File: config.mk
export PLATFORM = sky130hd
export DESIGN_NAME = constant_speed_lissajous_scan_top
export DESIGN_NICKNAME = d
export VERILOG_FILES = /design/src/rtl/clscan_pkg.sv /design/src/rtl/constant_speed_lissajous_scan_top.sv /design/src/rtl/clscan_datapath.sv /design/src/rtl/clscan_ctrl.sv
export SDC_FILE = /design/constraint.sdc
export NUM_CORES = 2
export LEC_CHECK = 0
export ABC_CLOCK_PERIOD_IN_PS = 10800
export BUFFER_PORTS_ARGS = -buffer_cell sky130_fd_sc_hd__buf_4
export CAP_MARGIN = 20
export CELL_PAD_IN_SITES_DETAIL_PLACEMENT = 1
export CELL_PAD_IN_SITES_GLOBAL_PLACEMENT = 2
export CORE_AREA = 2 2 504 506
export DETAILED_ROUTE_END_ITERATION = 6
export DIE_AREA = 0 0 506 508
export PLACE_DENSITY = 0.75
export SYNTH_ARGS = -nofsm -noshare
export SYNTH_HDL_FRONTEND = slang
export SYNTH_SLANG_ARGS = --single-unit
File: constraint.sdc
create_clock -name clk -period 10.8 [get_ports clk]
set_clock_uncertainty 0.15 [all_clocks]
set_input_delay 2.16 -clock clk [delete_from_list [all_inputs] [get_ports clk]]
set_output_delay 2.16 -clock clk [all_outputs]
set_load 0.02 [all_outputs]
File: src/rtl/clscan_pkg.sv
`default_nettype none

package clscan_pkg;

    localparam int PHASE_BITS          = 32;
    localparam int ANGLE_FRACTION_BITS = 16;

    localparam int MUL_A_W = 34;
    localparam int MUL_B_W = (PHASE_BITS > 32) ? PHASE_BITS : 32;
    localparam int PROD_W  = MUL_A_W + MUL_B_W;

    localparam int PAN_SH  = 46 - ANGLE_FRACTION_BITS;
    localparam int TILT_SH = 60 - ANGLE_FRACTION_BITS;

    localparam int SUM_W   = 56;
    localparam int SPEED_W = 28;
    localparam int DIVD_W  = 60;
    localparam int DCNT_W  = 6;

    localparam logic [31:0] Q30_ONE    = 32'd1073741824;
    localparam logic [29:0] PI4_Q30    = 30'd843314857;
    localparam logic [59:0] PI_Q32     = 60'd13493037705;
    localparam logic [29:0] INV2PI_Q32 = 30'd683565276;
    localparam logic [31:0] C1_Q30     = 32'd1686629713;
    localparam logic [31:0] C3_Q30     = 32'd693598668;
    localparam logic [31:0] C5_Q30     = 32'd85569306;
    localparam logic [31:0] C7_Q30     = 32'd5026995;
    localparam logic [31:0] C9_Q30     = 32'd172272;

    localparam logic [19:0] TARGET_SPEED_RST   = 20'd65536;
    localparam logic [15:0] FRAME_PERIOD_RST   = 16'd1311;
    localparam logic [16:0] YAW_AMPLITUDE_RST  = 17'd68629;
    localparam logic [19:0] TILT_FREQUENCY_RST = 20'd197535;

    localparam logic [1:0] REG_TARGET_SPEED   = 2'd0;
    localparam logic [1:0] REG_FRAME_PERIOD   = 2'd1;
    localparam logic [1:0] REG_YAW_AMPLITUDE  = 2'd2;
    localparam logic [1:0] REG_TILT_FREQUENCY = 2'd3;

    localparam logic [4:0] OP_NOP  = 5'd0;
    localparam logic [4:0] OP_LOAD = 5'd1;
    localparam logic [4:0] OP_USQ  = 5'd2;
    localparam logic [4:0] OP_U2   = 5'd3;
    localparam logic [4:0] OP_SMUL = 5'd4;
    localparam logic [4:0] OP_SSUB = 5'd5;
    localparam logic [4:0] OP_UMUL = 5'd6;
    localparam logic [4:0] OP_MAG  = 5'd7;
    localparam logic [4:0] OP_DXM  = 5'd8;
    localparam logic [4:0] OP_DX   = 5'd9;
    localparam logic [4:0] OP_KM   = 5'd10;
    localparam logic [4:0] OP_K    = 5'd11;
    localparam logic [4:0] OP_DYM  = 5'd12;
    localparam logic [4:0] OP_DY   = 5'd13;
    localparam logic [4:0] OP_XX   = 5'd14;
    localparam logic [4:0] OP_SUMX = 5'd15;
    localparam logic [4:0] OP_YY   = 5'd16;
    localparam logic [4:0] OP_SUMY = 5'd17;
    localparam logic [4:0] OP_SQRT = 5'd18;
    localparam logic [4:0] OP_VT   = 5'd19;
    localparam logic [4:0] OP_DIV  = 5'd20;
    localparam logic [4:0] OP_STM  = 5'd21;
    localparam logic [4:0] OP_ST   = 5'd22;
    localparam logic [4:0] OP_TLM  = 5'd23;
    localparam logic [4:0] OP_TL   = 5'd24;
    localparam logic [4:0] OP_THM  = 5'd25;
    localparam logic [4:0] OP_ADV  = 5'd26;
    localparam logic [4:0] OP_PM   = 5'd27;
    localparam logic [4:0] OP_PO   = 5'd28;
    localparam logic [4:0] OP_TM   = 5'd29;
    localparam logic [4:0] OP_TO   = 5'd30;
    localparam logic [4:0] OP_EMIT = 5'd31;

    localparam logic [2:0] SEL_PAN_COS  = 3'd0;
    localparam logic [2:0] SEL_TILT_SIN = 3'd1;
    localparam logic [2:0] SEL_PAN_SIN  = 3'd2;
    localparam logic [2:0] SEL_TILT_COS = 3'd3;

    localparam logic [2:0] COEF_C1 = 3'd0;
    localparam logic [2:0] COEF_C3 = 3'd1;
    localparam logic [2:0] COEF_C5 = 3'd2;
    localparam logic [2:0] COEF_C7 = 3'd3;

    localparam int PC_W      = 7;
    localparam int SIN_LEN   = 13;
    localparam int SIN0_BASE = 0;
    localparam int SIN1_BASE = 17;
    localparam int SIN2_BASE = 45;
    localparam int SIN3_BASE = 60;
    localparam int PROG_LAST = 75;

    typedef struct packed {
        logic [4:0] op;
        logic [2:0] arg;
    } cmd_t;

    typedef struct packed {
        logic sqrt_busy;
        logic div_busy;
    } dp_status_t;

    function automatic cmd_t sin_cmd(logic [3:0] j, logic [2:0] sel);
        cmd_t c;
        c.arg = 3'd0;
        case (j)
            4'd0:
            begin
                c.op  = OP_LOAD;
                c.arg = sel;
            end
            4'd1:    c.op = OP_USQ;
            4'd2:    c.op = OP_U2;
            4'd4:
            begin
                c.op  = OP_SSUB;
                c.arg = COEF_C7;
            end
            4'd6:
            begin
                c.op  = OP_SSUB;
                c.arg = COEF_C5;
            end
            4'd8:
            begin
                c.op  = OP_SSUB;
                c.arg = COEF_C3;
            end
            4'd10:
            begin
                c.op  = OP_SSUB;
                c.arg = COEF_C1;
            end
            4'd11:   c.op = OP_UMUL;
            4'd12:   c.op = OP_MAG;
            default: c.op = OP_SMUL;
        endcase
        return c;
    endfunction

    function automatic cmd_t prog(logic [PC_W-1:0] pc);
        cmd_t c;
        c.op  = OP_NOP;
        c.arg = 3'd0;
        if (pc < PC_W'(SIN0_BASE + SIN_LEN))
            c = sin_cmd(4'(pc - PC_W'(SIN0_BASE)), SEL_PAN_COS);
        else if (pc >= PC_W'(SIN1_BASE) && pc < PC_W'(SIN1_BASE + SIN_LEN))
            c = sin_cmd(4'(pc - PC_W'(SIN1_BASE)), SEL_TILT_SIN);
        else if (pc >= PC_W'(SIN2_BASE) && pc < PC_W'(SIN2_BASE + SIN_LEN))
            c = sin_cmd(4'(pc - PC_W'(SIN2_BASE)), SEL_PAN_SIN);
        else if (pc >= PC_W'(SIN3_BASE) && pc < PC_W'(SIN3_BASE + SIN_LEN))
            c = sin_cmd(4'(pc - PC_W'(SIN3_BASE)), SEL_TILT_COS);
        else
        begin
            case (pc)
                7'd13:   c.op = OP_DXM;
                7'd14:   c.op = OP_DX;
                7'd15:   c.op = OP_KM;
                7'd16:   c.op = OP_K;
                7'd30:   c.op = OP_DYM;
                7'd31:   c.op = OP_DY;
                7'd32:   c.op = OP_XX;
                7'd33:   c.op = OP_SUMX;
                7'd34:   c.op = OP_YY;
                7'd35:   c.op = OP_SUMY;
                7'd36:   c.op = OP_SQRT;
                7'd37:   c.op = OP_VT;
                7'd38:   c.op = OP_DIV;
                7'd39:   c.op = OP_STM;
                7'd40:   c.op = OP_ST;
                7'd41:   c.op = OP_TLM;
                7'd42:   c.op = OP_TL;
                7'd43:   c.op = OP_THM;
                7'd44:   c.op = OP_ADV;
                7'd58:   c.op = OP_PM;
                7'd59:   c.op = OP_PO;
                7'd73:   c.op = OP_TM;
                7'd74:   c.op = OP_TO;
                7'd75:   c.op = OP_EMIT;
                default: c.op = OP_NOP;
            endcase
        end
        return c;
    endfunction

    function automatic logic [31:0] coef(logic [2:0] idx);
        logic [31:0] c;
        case (idx)
            COEF_C1: c = C1_Q30;
            COEF_C3: c = C3_Q30;
            COEF_C5: c = C5_Q30;
            COEF_C7: c = C7_Q30;
            default: c = C9_Q30;
        endcase
        return c;
    endfunction

    function automatic logic [31:0] to_ang32(logic [PHASE_BITS-1:0] ph);
        logic [79:0] w;
        w = 80'(ph) << 32;
        return w[PHASE_BITS +: 32];
    endfunction

    // round half away from zero, then saturate to 18-bit signed
    function automatic logic [17:0] out_sat(logic [PROD_W-1:0] p, logic neg, int sh);
        logic [PROD_W:0] m;
        logic [17:0]     v;
        m = ({1'b0, p} + ((PROD_W+1)'(1) << (sh - 1))) >> sh;
        if (neg)
            v = (m > (PROD_W+1)'(131072)) ? 18'h20000 : 18'(~m + 1'b1);
        else
            v = (m > (PROD_W+1)'(131071)) ? 18'h1FFFF : m[17:0];
        return v;
    endfunction

endpackage

`default_nettype wire

File: src/rtl/constant_speed_lissajous_scan_top.sv
// an accepted tick runs the microcode program, waits on the square root and the divider,
// and raises out_valid at the end, after any wait on out_stall
// a new tick is taken only once the last result is emitted; the square root,
// the divider and 76 microcode steps on one multiplier set the pace
// a tick of zero is taken while idle and gives no result
// reset: asynchronous, active low; phases clear to zero, registers take their defaults
`default_nettype none

module constant_speed_lissajous_scan_top
    import clscan_pkg::*;
(
    input  wire logic        clk,
    input  wire logic        rst_n,
    input  wire logic        in_valid,
    output logic             in_stall,
    input  wire logic        tick,
    output logic             out_valid,
    input  wire logic        out_stall,
    output logic [17:0]      pan_goal,
    output logic [17:0]      tilt_goal,
    input  wire logic        cfg_write,
    input  wire logic [1:0]  cfg_index,
    input  wire logic [19:0] cfg_data
);

    cmd_t       cmd;
    dp_status_t status;

    clscan_ctrl u_ctrl (
        .clk       (clk),
        .rst_n     (rst_n),
        .in_valid  (in_valid),
        .in_stall  (in_stall),
        .tick      (tick),
        .out_valid (out_valid),
        .out_stall (out_stall),
        .cmd       (cmd),
        .status    (status)
    );

    clscan_datapath u_dp (
        .clk       (clk),
        .rst_n     (rst_n),
        .cmd       (cmd),
        .status    (status),
        .cfg_write (cfg_write),
        .cfg_index (cfg_index),
        .cfg_data  (cfg_data),
        .pan_goal  (pan_goal),
        .tilt_goal (tilt_goal)
    );

`ifndef SYNTHESIS
    a_units_exclusive: assert property (@(posedge clk) disable iff (!rst_n)
        !(status.sqrt_busy && status.div_busy))
        else $error("square root and divider busy together");

    a_quiet_while_busy: assert property (@(posedge clk) disable iff (!rst_n)
        (status.sqrt_busy || status.div_busy) |-> (cmd.op == OP_NOP))
        else $error("command issued while a unit is busy");

    a_cmd_only_in_work: assert property (@(posedge clk) disable iff (!rst_n)
        (cmd.op != OP_NOP) |-> in_stall)
        else $error("command issued while idle");

    a_tick_starts_work: assert property (@(posedge clk) disable iff (!rst_n)
        (in_valid && !in_stall && tick) |=> in_stall)
        else $error("tick transfer did not start work");
`endif

endmodule

`default_nettype wire

File: src/rtl/clscan_datapath.sv
`default_nettype none

module clscan_datapath
    import clscan_pkg::*;
(
    input  wire logic        clk,
    input  wire logic        rst_n,
    input  wire cmd_t        cmd,
    output dp_status_t       status,
    input  wire logic        cfg_write,
    input  wire logic [1:0]  cfg_index,
    input  wire logic [19:0] cfg_data,
    output logic [17:0]      pan_goal,
    output logic [17:0]      tilt_goal
);

    logic [19:0] target_speed_reg;
    logic [15:0] frame_period_reg;
    logic [16:0] yaw_amplitude_reg;
    logic [19:0] tilt_frequency_reg;

    logic [PHASE_BITS-1:0] pan_phase_reg;
    logic [PHASE_BITS-1:0] tilt_phase_reg;
    logic [PHASE_BITS-1:0] step_reg;
    logic [PHASE_BITS-1:0] tinc_reg;

    logic [PROD_W-1:0]  prod_reg;
    logic [MUL_A_W-1:0] mul_a;
    logic [MUL_B_W-1:0] mul_b;

    logic [30:0] u_reg;
    logic [30:0] u2_reg;
    logic [1:0]  quad_reg;
    logic [31:0] s_reg;
    logic [30:0] mag_reg;
    logic        neg_reg;
    logic [25:0] dx_reg;
    logic [27:0] dy_reg;
    logic [19:0] k_reg;
    logic [SUM_W-1:0] sum_reg;
    logic        sat_reg;

    logic [SUM_W-1:0]   sq_x_reg;
    logic [SUM_W-1:0]   sq_r_reg;
    logic [SUM_W-1:0]   sq_bit_reg;
    logic               sq_busy_reg;
    logic [SPEED_W-1:0] speed_reg;

    logic [SPEED_W-1:0] dv_rem_reg;
    logic [DIVD_W-1:0]  dv_q_reg;
    logic [DCNT_W-1:0]  dv_cnt_reg;
    logic               dv_busy_reg;

    logic [17:0] pan_stage_reg;
    logic [17:0] tilt_stage_reg;
    logic [17:0] pan_out_reg;
    logic [17:0] tilt_out_reg;

    logic [31:0]      ang;
    logic [SUM_W-1:0] sq_trial;
    logic [SPEED_W:0] dv_cat;
    logic [SPEED_W+1:0] dv_diff;
    logic [PHASE_BITS-1:0] sel_phase;
    logic [35:0] mag_raw;

    always_comb
    begin
        mul_a = '0;
        mul_b = '0;
        case (cmd.op)
            OP_USQ:
            begin
                mul_a = MUL_A_W'(u_reg);
                mul_b = MUL_B_W'(u_reg);
            end
            OP_SMUL:
            begin
                mul_a = MUL_A_W'(s_reg);
                mul_b = MUL_B_W'(u2_reg);
            end
            OP_UMUL:
            begin
                mul_a = MUL_A_W'(s_reg);
                mul_b = MUL_B_W'(u_reg);
            end
            OP_DXM, OP_PM:
            begin
                mul_a = MUL_A_W'(yaw_amplitude_reg);
                mul_b = MUL_B_W'(mag_reg);
            end
            OP_KM:
            begin
                mul_a = MUL_A_W'(PI4_Q30);
                mul_b = MUL_B_W'(tilt_frequency_reg);
            end
            OP_DYM:
            begin
                mul_a = MUL_A_W'(k_reg);
                mul_b = MUL_B_W'(mag_reg);
            end
            OP_XX:
            begin
                mul_a = MUL_A_W'(dx_reg);
                mul_b = MUL_B_W'(dx_reg);
            end
            OP_YY:
            begin
                mul_a = MUL_A_W'(dy_reg);
                mul_b = MUL_B_W'(dy_reg);
            end
            OP_VT:
            begin
                mul_a = MUL_A_W'(target_speed_reg);
                mul_b = MUL_B_W'(frame_period_reg);
            end
            OP_STM:
            begin
                mul_a = dv_q_reg[MUL_A_W-1:0];
                mul_b = MUL_B_W'(INV2PI_Q32);
            end
            OP_TLM:
            begin
                mul_a = MUL_A_W'(tilt_frequency_reg[15:0]);
                mul_b = MUL_B_W'(step_reg);
            end
            OP_THM:
            begin
                mul_a = MUL_A_W'(tilt_frequency_reg[19:16]);
                mul_b = MUL_B_W'(step_reg);
            end
            OP_TM:
            begin
                mul_a = MUL_A_W'(PI4_Q30);
                mul_b = MUL_B_W'(mag_reg);
            end
            default:
            begin
                mul_a = '0;
                mul_b = '0;
            end
        endcase
    end

    always_comb
    begin
        case (cmd.arg)
            SEL_PAN_COS, SEL_PAN_SIN: sel_phase = pan_phase_reg;
            default:                  sel_phase = tilt_phase_reg;
        endcase
        if (cmd.arg == SEL_PAN_COS || cmd.arg == SEL_TILT_COS)
            ang = to_ang32(sel_phase) + Q30_ONE;
        else
            ang = to_ang32(sel_phase);
    end

    assign mag_raw  = prod_reg[65:30];
    assign sq_trial = sq_r_reg + sq_bit_reg;
    assign dv_cat   = {dv_rem_reg, dv_q_reg[DIVD_W-1]};
    assign dv_diff  = {1'b0, dv_cat} - (SPEED_W+2)'(speed_reg);

    always_ff @(posedge clk)
    begin
        prod_reg <= PROD_W'(mul_a) * PROD_W'(mul_b);
    end

    // microcoded register transfers
    always_ff @(posedge clk)
    begin
        case (cmd.op)
            OP_LOAD:
            begin
                quad_reg <= ang[31:30];
                if (ang[30])
                    u_reg <= Q30_ONE[30:0] - {1'b0, ang[29:0]};
                else
                    u_reg <= {1'b0, ang[29:0]};
            end
            OP_U2:
            begin
                u2_reg <= prod_reg[60:30];
                s_reg  <= C9_Q30;
            end
            OP_SSUB: s_reg <= coef(cmd.arg) - prod_reg[61:30];
            OP_MAG:
            begin
                if (mag_raw > 36'(Q30_ONE))
                    mag_reg <= Q30_ONE[30:0];
                else
                    mag_reg <= mag_raw[30:0];
                neg_reg <= quad_reg[1] && (mag_raw != 36'd0);
            end
            OP_DX:   dx_reg  <= prod_reg[47:22];
            OP_K:    k_reg   <= prod_reg[49:30];
            OP_DY:   dy_reg  <= prod_reg[49:22];
            OP_SUMX: sum_reg <= prod_reg[SUM_W-1:0];
            OP_SUMY: sum_reg <= sum_reg + prod_reg[SUM_W-1:0];
            OP_STM:  sat_reg <= (dv_q_reg >= PI_Q32);
            OP_ST:
            begin
                if (sat_reg)
                    step_reg <= PHASE_BITS'(1) << (PHASE_BITS - 1);
                else
                    step_reg <= prod_reg[64-PHASE_BITS +: PHASE_BITS];
            end
            OP_TL:   tinc_reg <= prod_reg[16 +: PHASE_BITS];
            OP_PO:   pan_stage_reg  <= out_sat(prod_reg, neg_reg, PAN_SH);
            OP_TO:   tilt_stage_reg <= out_sat(prod_reg, neg_reg, TILT_SH);
            OP_EMIT:
            begin
                pan_out_reg  <= pan_stage_reg;
                tilt_out_reg <= tilt_stage_reg;
            end
            default:
            begin
            end
        endcase
    end

    always_ff @(posedge clk or negedge rst_n)
    begin
        if (!rst_n)
        begin
            pan_phase_reg  <= '0;
            tilt_phase_reg <= '0;
        end
        else if (cmd.op == OP_ADV)
        begin
            pan_phase_reg  <= pan_phase_reg + step_reg;
            tilt_phase_reg <= tilt_phase_reg + tinc_reg + prod_reg[PHASE_BITS-1:0];
        end
    end

    always_ff @(posedge clk or negedge rst_n)
    begin
        if (!rst_n)
        begin
            target_speed_reg   <= TARGET_SPEED_RST;
            frame_period_reg   <= FRAME_PERIOD_RST;
            yaw_amplitude_reg  <= YAW_AMPLITUDE_RST;
            tilt_frequency_reg <= TILT_FREQUENCY_RST;
        end
        else if (cfg_write)
        begin
            unique case (cfg_index)
                REG_TARGET_SPEED:   target_speed_reg   <= cfg_data;
                REG_FRAME_PERIOD:   frame_period_reg   <= cfg_data[15:0];
                REG_YAW_AMPLITUDE:  yaw_amplitude_reg  <= cfg_data[16:0];
                REG_TILT_FREQUENCY: tilt_frequency_reg <= cfg_data;
                default:
                begin
                end
            endcase
        end
    end

    // bit-pair square root, one pair per cycle
    always_ff @(posedge clk or negedge rst_n)
    begin
        if (!rst_n)
            sq_busy_reg <= 1'b0;
        else if (cmd.op == OP_SQRT)
            sq_busy_reg <= 1'b1;
        else if (sq_busy_reg && sq_bit_reg[0])
            sq_busy_reg <= 1'b0;
    end

    always_ff @(posedge clk)
    begin
        if (cmd.op == OP_SQRT)
        begin
            sq_x_reg   <= sum_reg;
            sq_r_reg   <= '0;
            sq_bit_reg <= SUM_W'(1) << (SUM_W - 2);
        end
        else if (sq_busy_reg)
        begin
            if (sq_x_reg >= sq_trial)
            begin
                sq_x_reg <= sq_x_reg - sq_trial;
                sq_r_reg <= (sq_r_reg >> 1) + sq_bit_reg;
            end
            else
                sq_r_reg <= sq_r_reg >> 1;
            sq_bit_reg <= sq_bit_reg >> 2;
        end
        if (cmd.op == OP_VT)
            speed_reg <= sq_r_reg[SPEED_W-1:0];
    end

    // restoring divider, one quotient bit per cycle
    always_ff @(posedge clk or negedge rst_n)
    begin
        if (!rst_n)
            dv_busy_reg <= 1'b0;
        else if (cmd.op == OP_DIV)
            dv_busy_reg <= (speed_reg != '0);
        else if (dv_busy_reg && dv_cnt_reg == '0)
            dv_busy_reg <= 1'b0;
    end

    always_ff @(posedge clk)
    begin
        if (cmd.op == OP_DIV)
        begin
            dv_rem_reg <= '0;
            dv_cnt_reg <= DCNT_W'(DIVD_W - 1);
            if (speed_reg != '0)
                dv_q_reg <= {prod_reg[35:0], 24'd0};
            else
                dv_q_reg <= DIVD_W'({frame_period_reg, 16'd0});
        end
        else if (dv_busy_reg)
        begin
            dv_cnt_reg <= dv_cnt_reg - 1'b1;
            if (!dv_diff[SPEED_W+1])
            begin
                dv_rem_reg <= dv_diff[SPEED_W-1:0];
                dv_q_reg   <= {dv_q_reg[DIVD_W-2:0], 1'b1};
            end
            else
            begin
                dv_rem_reg <= dv_cat[SPEED_W-1:0];
                dv_q_reg   <= {dv_q_reg[DIVD_W-2:0], 1'b0};
            end
        end
    end

    assign status.sqrt_busy = sq_busy_reg;
    assign status.div_busy  = dv_busy_reg;
    assign pan_goal         = pan_out_reg;
    assign tilt_goal        = tilt_out_reg;

endmodule

`default_nettype wire

File: src/rtl/clscan_ctrl.sv
`default_nettype none

module clscan_ctrl
    import clscan_pkg::*;
(
    input  wire logic       clk,
    input  wire logic       rst_n,
    input  wire logic       in_valid,
    output logic            in_stall,
    input  wire logic       tick,
    output logic            out_valid,
    input  wire logic       out_stall,
    output cmd_t            cmd,
    input  wire dp_status_t status
);

    localparam logic [1:0] ST_IDLE = 2'd0;
    localparam logic [1:0] ST_RUN  = 2'd1;
    localparam logic [1:0] ST_WAIT = 2'd2;

    logic [1:0]      state_reg, state_next;
    logic [PC_W-1:0] pc_reg, pc_next;
    logic            out_valid_reg, out_valid_next;
    cmd_t            cur;
    logic            emit_block;

    assign cur        = prog(pc_reg);
    assign emit_block = out_valid_reg && out_stall;

    always_comb
    begin
        state_next     = state_reg;
        pc_next        = pc_reg;
        out_valid_next = out_valid_reg;
        cmd.op         = OP_NOP;
        cmd.arg        = 3'd0;
        if (out_valid_reg && !out_stall)
            out_valid_next = 1'b0;
        unique case (state_reg)
            ST_IDLE:
            begin
                if (in_valid && tick)
                begin
                    state_next = ST_RUN;
                    pc_next    = '0;
                end
            end
            ST_RUN:
            begin
                if (cur.op == OP_EMIT)
                begin
                    if (!emit_block)
                    begin
                        cmd            = cur;
                        out_valid_next = 1'b1;
                        state_next     = ST_IDLE;
                    end
                end
                else
                begin
                    cmd     = cur;
                    pc_next = pc_reg + 1'b1;
                    if (cur.op == OP_SQRT || cur.op == OP_DIV)
                        state_next = ST_WAIT;
                end
            end
            ST_WAIT:
            begin
                if (!status.sqrt_busy && !status.div_busy)
                    state_next = ST_RUN;
            end
            default:
            begin
                state_next = ST_IDLE;
            end
        endcase
    end

    always_ff @(posedge clk or negedge rst_n)
    begin
        if (!rst_n)
        begin
            state_reg     <= ST_IDLE;
            pc_reg        <= '0;
            out_valid_reg <= 1'b0;
        end
        else
        begin
            state_reg     <= state_next;
            pc_reg        <= pc_next;
            out_valid_reg <= out_valid_next;
        end
    end

    assign in_stall  = (state_reg != ST_IDLE);
    assign out_valid = out_valid_reg;

endmodule

`default_nettype wire

### After elaboration in Yosys (flattened, before gate mapping)

Cells that the tools add are included.

* add/subtract/negate cells: 20
* multipliers: 1
* magnitude comparators: 14
* eq/ne operators: 103
* muxes and demuxes: 58
* bitwise gates (word level): 2
* reductions and logical operators: 55

Operators by type and width (number)
* case mux 34 bit (11 select lines): 1
* case mux 32 bit (9 select lines): 1
* two-way mux 56 bit: 4
* two-way mux 60 bit: 3
* case mux 31 bit (4 select lines): 1
* case mux 5 bit (24 select lines): 1
* case mux 56 bit (2 select lines): 1
* two-way mux 18 bit: 6
* equality test 7 x 6 -> 1 bit, second input constant: 15
* adder 32 bit: 3
* two-way mux 32 bit: 3
* equality test 5 bit, second input constant: 19
* case mux 3 bit (6 select lines): 4
* adder 66 x 30 -> 67 bit, second input constant: 1
* adder 66 x 44 -> 67 bit, second input constant: 1
* multiplier 34 x 32 -> 66 bit: 1
* equality test 4 bit, second input constant: 16
* case mux 32 bit (2 select lines): 1
* greater-or-equal comparator 60 x 34 -> 1 bit, second input constant: 1
* adder 55 x 55 -> 56 bit: 1
* adder 56 x 55 -> 56 bit: 1
* adder 56 bit: 1
* greater-or-equal comparator 56 bit: 1
* subtractor 56 bit: 1
* other kinds (63): 165

* flip-flop bits (word level): 872
* input bits: 28
* logic and storage cells: 290

### Longest topological paths before layout

* depth in word-level cells: 18
* mapped depth: 51
* mapped depth without buffers: 43

### By module

From an unflattened synthesis, not the netlist that was laid out.

* cells, all modules: 9672
* area total of the unflattened synthesis: 88506.1 sq um

Modules (own cells, without submodules)
* clscan_datapath: instances 1, cells each 9427, area each 86779.5 sq um, sequential area each 23347.4 sq um
* clscan_ctrl: instances 1, cells each 245, area each 1726.7 sq um, sequential area each 250.2 sq um

### Worst setup path after synthesis

OpenSTA, ideal clock, no wires.

* path type: input to register
* from: input port out_stall
* to: register u_dp.prod_reg[65]
* setup time: 127 ps
* arrival time: 11275 ps
* data required time: 10523 ps
* path slack: -752 ps
* cell stages on the path: 40
* buffers on the path: 4
* cell sequence: nand2_1 nor2b_1 and3_1 buf_4 nor4_4 or2_1 buf_2 buf_6 a222oi_1 nand3_1 a221oi_4 buf_6 nor2_1 fa_1 fa_1 fa_1 inv_1 fa_1 [... 4 more ...] inv_1 fa_1 inv_1 fa_1 inv_1 ha_1 nand2_1 nor4_1 nand3_1 a211oi_1 nor3_1 a2111o_1 o311ai_0 a21oi_1 o21a_1 o21ai_0 and4_1 nor3_1

* cells in the longest elaborated chain, start to end: 8
* elaborated cells on any way between the ends: 27
* those cells by class: 1 x mul; 14 x eq/ne; 5 x mux; 7 x reduce/logical

Ends and longest elaborated chain
* start, declared: line constant_speed_lissajous_scan_top.sv:18 `input wire logic out_stall,`
* logical AND 1 bit *: line clscan_ctrl.sv:28 `assign emit_block = out_valid_reg && out_stall;`
* two-way mux 8 bit *: line clscan_ctrl.sv:52 `if (!emit_block)`
* two-way mux 8 bit *: line clscan_ctrl.sv:50 `if (cur.op == OP_EMIT)`
* two-way mux 8 bit *: line clscan_ctrl.sv:39 `unique case (state_reg)`
* equality test 5 x 4 -> 1 bit, or another cell as far along: line clscan_datapath.sv:70 `case (cmd.op)`
* OR reduction 4 bit (no source line), or another cell as far along
* case mux 32 bit (9 select lines) / case mux 34 bit (11 select lines) (equally long branches): line clscan_datapath.sv:70
* multiplier 34 x 32 -> 66 bit *: line clscan_datapath.sv:163 `prod_reg <= PROD_W'(mul_a) * PROD_W'(mul_b);`
* end signal, assigned: line clscan_datapath.sv:163
* end, declared: line clscan_datapath.sv:27 `logic [PROD_W-1:0] prod_reg;`

Every way passes the cells marked *; elsewhere a longest branch is shown, timed or not.
A chain may end at the register's enable or synchronous reset.

### Final worst setup path

* from: register u_ctrl.pc_reg[1]
* to: register u_dp.prod_reg[65]

* cells in the longest elaborated chain, start to end: 15
* elaborated cells on any way between the ends: 113
* those cells by class: 3 x add/sub; 1 x mul; 7 x order compare; 71 x eq/ne; 14 x mux; 17 x reduce/logical

Ends and longest elaborated chain
* start, declared: line clscan_ctrl.sv:22 `logic [PC_W-1:0] pc_reg, pc_next;`
* start signal, assigned: line clscan_ctrl.sv:90 `pc_reg <= pc_next;`
* subtractor 4 bit: line clscan_pkg.sv:150 `c = sin_cmd(4'(pc - PC_W'(SIN3_BASE)), SEL_TILT_COS);`
* equality test 4 bit / equality test 4 x 3 -> 1 bit (equally long branches): line clscan_pkg.sv:104 `case (j)`
* OR reduction 4 bit (no source line)
* case mux 3 bit (6 select lines): line clscan_pkg.sv:104
* two-way mux 5 bit: line clscan_pkg.sv:149 `else if (pc >= PC_W'(SIN3_BASE) && pc < PC_W'(SIN3_BASE + SIN_LEN))`
* two-way mux 8 bit: line clscan_pkg.sv:147 `else if (pc >= PC_W'(SIN2_BASE) && pc < PC_W'(SIN2_BASE + SIN_LEN))`
* two-way mux 8 bit: line clscan_pkg.sv:145 `else if (pc >= PC_W'(SIN1_BASE) && pc < PC_W'(SIN1_BASE + SIN_LEN))`
* two-way mux 8 bit *: line clscan_pkg.sv:143 `if (pc < PC_W'(SIN0_BASE + SIN_LEN))`
* equality test 5 bit / two-way mux 8 bit (equally long branches): line clscan_ctrl.sv:50, clscan_ctrl.sv:52
* two-way mux 8 bit *: line clscan_ctrl.sv:50
* two-way mux 8 bit *: line clscan_ctrl.sv:39
* equality test 5 x 4 -> 1 bit, or another cell as far along: line clscan_datapath.sv:70
* OR reduction 4 bit (no source line), or another cell as far along
* case mux 32 bit (9 select lines) / case mux 34 bit (11 select lines) (equally long branches): line clscan_datapath.sv:70
* multiplier 34 x 32 -> 66 bit *: line clscan_datapath.sv:163

Marks and branches as above.

==> results.txt <==
The flow ran to the end, but the final reports show violations. The checks that failed: DRC, setup timing. The placement row count came out at 185. The total global-route track usage is 26.7%. The number of vias after detailed routing came out at 73915.

The number of antenna violations at the first check in global routing came out at 27. The clock transition time at the flip-flop clock pins of the worst setup and hold paths came out at 0.07 ns. The data required time at the worst endpoint is 11.26 ns. The count of buffers from port buffering came out at 65. The worst setup path is of the flip-flop to flip-flop kind. The post-route antenna net violation count is 0. The maximum fanout along the worst path is 8. The sum of overflow across all layers after global routing is 0.

The largest net degree at the start of global routing came out at 91. In this design, the largest share of critical-path delay is due to adder cells. The count of TritonRoute iterations in the first routing pass is 7. The share of synthesized area occupied by flip-flops and latches is 26.9%. The clock network fraction of design power is 9.6%. Setup repair after global routing could not meet its margin everywhere. The clock tree from TritonCTS is built. The static power due to leakage came out at 0.0474 uW. The number of buffers on the longest clock path came out at 3. The smallest clock period supported by the final layout is computed as 11.54 ns. The area of the multi-input gates came out at 59800 sq um.

STA classifies the critical path startpoint as a flip-flop. The global-route wire length before repair came out at 519000 um. The cell area after placement is 99300 sq um.

The number of different library cells in the post-synthesis netlist came out at 106. The number of hold-slack violations in the final timing report came out at 0. After detailed routing, the average wire length per cell comes to 25.3 um. For this run, design rule violations remaining after detail routing come to 5. The post-synth design cell area is 87800 sq um. The synthesized design contains 538 enable-type register cells. The net total in the final layout came out at 11797. The finished cells cover 106000 sq um. The mean area per synthesized cell came out at 9.34 sq um. The ratio of routed vias to standard cells is 5.41. In this design, the stage delay of the slowest critical-path cell is 0.55 ns. The total power density per cell area came out at 372 nW/um^2. The instance count of the mapped netlist came out at 9410. The height of the die is 508 um. From left edge to right edge, the die measures 506 um. The sum of negative setup slack came out at -12.88 ns. The global placer's final weighted congestion came out at 0.943. The portion of total power attributed to combinational logic is 77.2%. The worst setup path is captured at a flip-flop.

The worst pin sits at a relative slew slack of 18.2%. The initial utilization of the core area, before any placement, comes to 34.8%. The insertion delay of the later-clocked pin in the worst-skew pair came out at 0.80 ns. The post-synthesis register bit count is 871.

The buffering stage count on the worst path with inverters included came out at 18. Setup violations remaining at the end of the flow were counted as 30. During synthesis, Yosys emitted a total of 0 warnings. The count of final max-slew check failures is 0. In the final layout, flip-flops and latches occupy 23600 sq um.

The sum of met2 wire segment lengths after detailed routing came out at 162000 um. The class of the most critical hold timing path is flip-flop to flip-flop. The register share of total power is 13.2%.

The detailed router put a total of 149000 um of wire on met1. OpenSTA, run right after detailed placement, puts the worst setup slack at -1.49 ns. After legalization and detailed placement, the total HPWL measured 279000 um. The detailed-routed wire length on met3 came out at 20300 um.

Of the available clock period, the critical path in the final layout requires 107%. The total net switching power came out at 19900 uW. The DRC marker count from the first detailed-route iteration is 5295.

The clock root buffer is clkbuf_16. In the final layout, the share of cells above drive strength 1 is 17.1%. The die covers 257000 sq um. The number of violations of the max-capacitance limit is 0.

After synthesis, the share of flip-flops with an asynchronous set or reset is 17.1%. Based on the critical path, the design can be clocked at up to 86.7 MHz. Wires add up to 346000 um.

The number of global-route vias before repair came to 79397. The number of buffers created by CTS is 97. The standard cell core area came out at 252000 sq um. The number of ports placed on the die boundary came out at 66. The number of H-tree branching levels came out at 3. Among all stages on the critical path, the largest delay is contributed by fa_1. The net switching fraction of the power is 50.6%. The layout has 28788 filler cells.

The flip-flop count of the largest register after layout came out at 66. The largest voltage drop on the vdd net came out at 0.000309 V. The main flop type after synthesis is edfxtp_1.

The clock drives 871 sinks. The growth of design area from synthesis to finish is 20.4%. Data on the critical path arrives at its endpoint at 12.00 ns.

The cell internal power dissipation came out at 19400 uW. After detailed routing, no signal wire sits above met5. The measured slew at the worst slew-check pin came out at 1.22 ns.

Setup slack on the critical path of the routed design comes to -0.740 ns.
[final timing paths]
| kind | end | cells past startpoint | slack, ns | startpoint |
|---|---|---|---|---|
| max | u_dp.prod_reg[65] | 51 | -0.74 | u_ctrl.pc_reg[1] |
| max reg2reg | u_dp.prod_reg[65] | 51 | -0.74 | u_ctrl.pc_reg[1] |
| max in group asynchronous | u_dp.pan_phase_reg[31] | 3 | 7.98 | rst_n |
| min reg2reg | u_dp.tilt_goal[11] | 0 | 0.27 | u_dp.tilt_stage_reg[11] |
| min | u_dp.tilt_goal[11] | 0 | 0.27 | u_dp.tilt_stage_reg[11] |
| min in group asynchronous | u_ctrl.pc_reg[6] | 1 | 1.29 | rst_n |
[cell usage in the layout, fill, tap and decap left out, types with 56 or more instances in the layout]
| cell type | n |
|---|---|
| nor2b_1 | 56 |
| xnor2_1 | 224 |
| clkbuf_16 | 100 |
| xor2_1 | 189 |
| dfxtp_1 | 184 |
| nand2_1 | 1047 |
| a211oi_1 | 66 |
| mux2_2 | 82 |
| ha_1 | 542 |
| nor3_1 | 108 |
| fa_1 | 967 |
| and3_1 | 68 |
| a21oi_1 | 404 |
| o21bai_1 | 61 |
| a22oi_1 | 68 |
| dfrtp_1 | 118 |
| buf_4 | 907 |
| nand3_1 | 151 |
| mux2i_1 | 86 |
| nand2b_1 | 86 |
| inv_1 | 1222 |
| a21o_1 | 171 |
| buf_12 | 109 |
| nand4_1 | 68 |
| o21ai_0 | 399 |
| edfxtp_1 | 538 |
| nor2_1 | 935 |
| and2_1 | 97 |
[kinds of logic after synthesis]
logic type      after synthesis  synth area share (%)
other cells                   2               0.00855
flops                       871                  26.9
xor+xnor                    423                  4.22
fa+ha+maj                  1565                  30.8
compound gates             1800                  13.9
mux                         168                  2.03
simple gates               2902                  14.7
buf+inv                    1679                  7.53
[metal layers]
metal | track usage, % | up-vias
li1 | - | 33106
met1 | 35.6 | 38326
met2 | 44.2 | 1976
met3 | 3.67 | 496
met4 | 9.39 | 11
met5 | 0.296 | -
[metrics by stage]
stage                     util, %  total power [uW]  hold slack (ns)  std cells
after CTS                    41.6             38700            0.269      13620
final                        41.9             39300            0.268      13656
after floorplan                 -             21400            0.250       9458
after detailed placement     39.4             33500            0.256      13352
after global placement       39.3             32800            0.260      13350
after global routing         41.9             42200            0.291      13655
[cells in the mapped netlist (18+ instances only)]
master / n / area share, %
inv_1: 1241 / 5.3
buf_1: 22 / 0.094
o211ai_1: 22 / 0.19
xnor2_1: 233 / 2.3
a21oi_1: 432 / 2.5
fa_1: 993 / 23
mux2_2: 82 / 1.1
a221o_1: 36 / 0.41
dfxtp_1: 184 / 4.2
a22o_1: 22 / 0.22
clkbuf_1: 235 / 1.0
nand3_1: 167 / 0.95
nand4_1: 68 / 0.48
o21a_1: 57 / 0.49
nor2_1: 971 / 4.1
nor2b_1: 61 / 0.43
o21ai_0: 424 / 2.4
nand3b_1: 18 / 0.15
a222oi_1: 27 / 0.31
buf_2: 158 / 0.90
a221oi_2: 18 / 0.31
a211o_1: 24 / 0.24
nand2b_1: 88 / 0.63
nand2_1: 1055 / 4.5
dfrtp_1: 125 / 3.6
and3_1: 73 / 0.52
o31ai_1: 49 / 0.42
nor4_1: 43 / 0.31
a221oi_1: 31 / 0.31
and4_1: 21 / 0.21
and2_1: 97 / 0.69
mux2i_1: 86 / 0.98
a21o_1: 171 / 1.5
a31oi_1: 61 / 0.43
xor2_1: 190 / 1.9
a211oi_1: 74 / 0.63
edfxtp_1: 538 / 18
dfstp_2: 24 / 0.72
nor3_1: 116 / 0.66
or3_1: 36 / 0.26
or2_2: 33 / 0.24
o21bai_1: 65 / 0.56
a22oi_1: 76 / 0.65
ha_1: 572 / 8.1
[power groups by stage]
stage | clock network (uW) | registers, uW | logic [uW]
after floorplan | 0 | 4960 | 16400
after global placement | 0 | 5210 | 27600
after detailed placement | 0 | 5220 | 28200
after CTS | 3840 | 5160 | 29700
after global routing | 3960 | 5220 | 33000
final | 3780 | 5190 | 30300
[area by class of cell]
cell class,instances,share of cell area (%)
multi-input cells,6908,56.5
flip-flops and latches,871,22.3
repair buffers,1084,9.34
inverters,1242,4.41
well taps,3366,3.98
clock buffers,115,2.44
clock inverters,65,0.964
diodes,5,0.0118
[what timing repair did]
| action | 4_1_cts | 5_1_grt |
|---|---|---|
| hold buffers | 0 | 0 |
| gates cloned | 1 | 1 |
| pin swaps | 112 | 109 |
| resized for setup | 266 | 108 |
| endpoints found under the setup margin | 44 | 44 |
| buffers inserted | 93 | 28 |
Note: power is estimated with default switching activity, not from simulation.
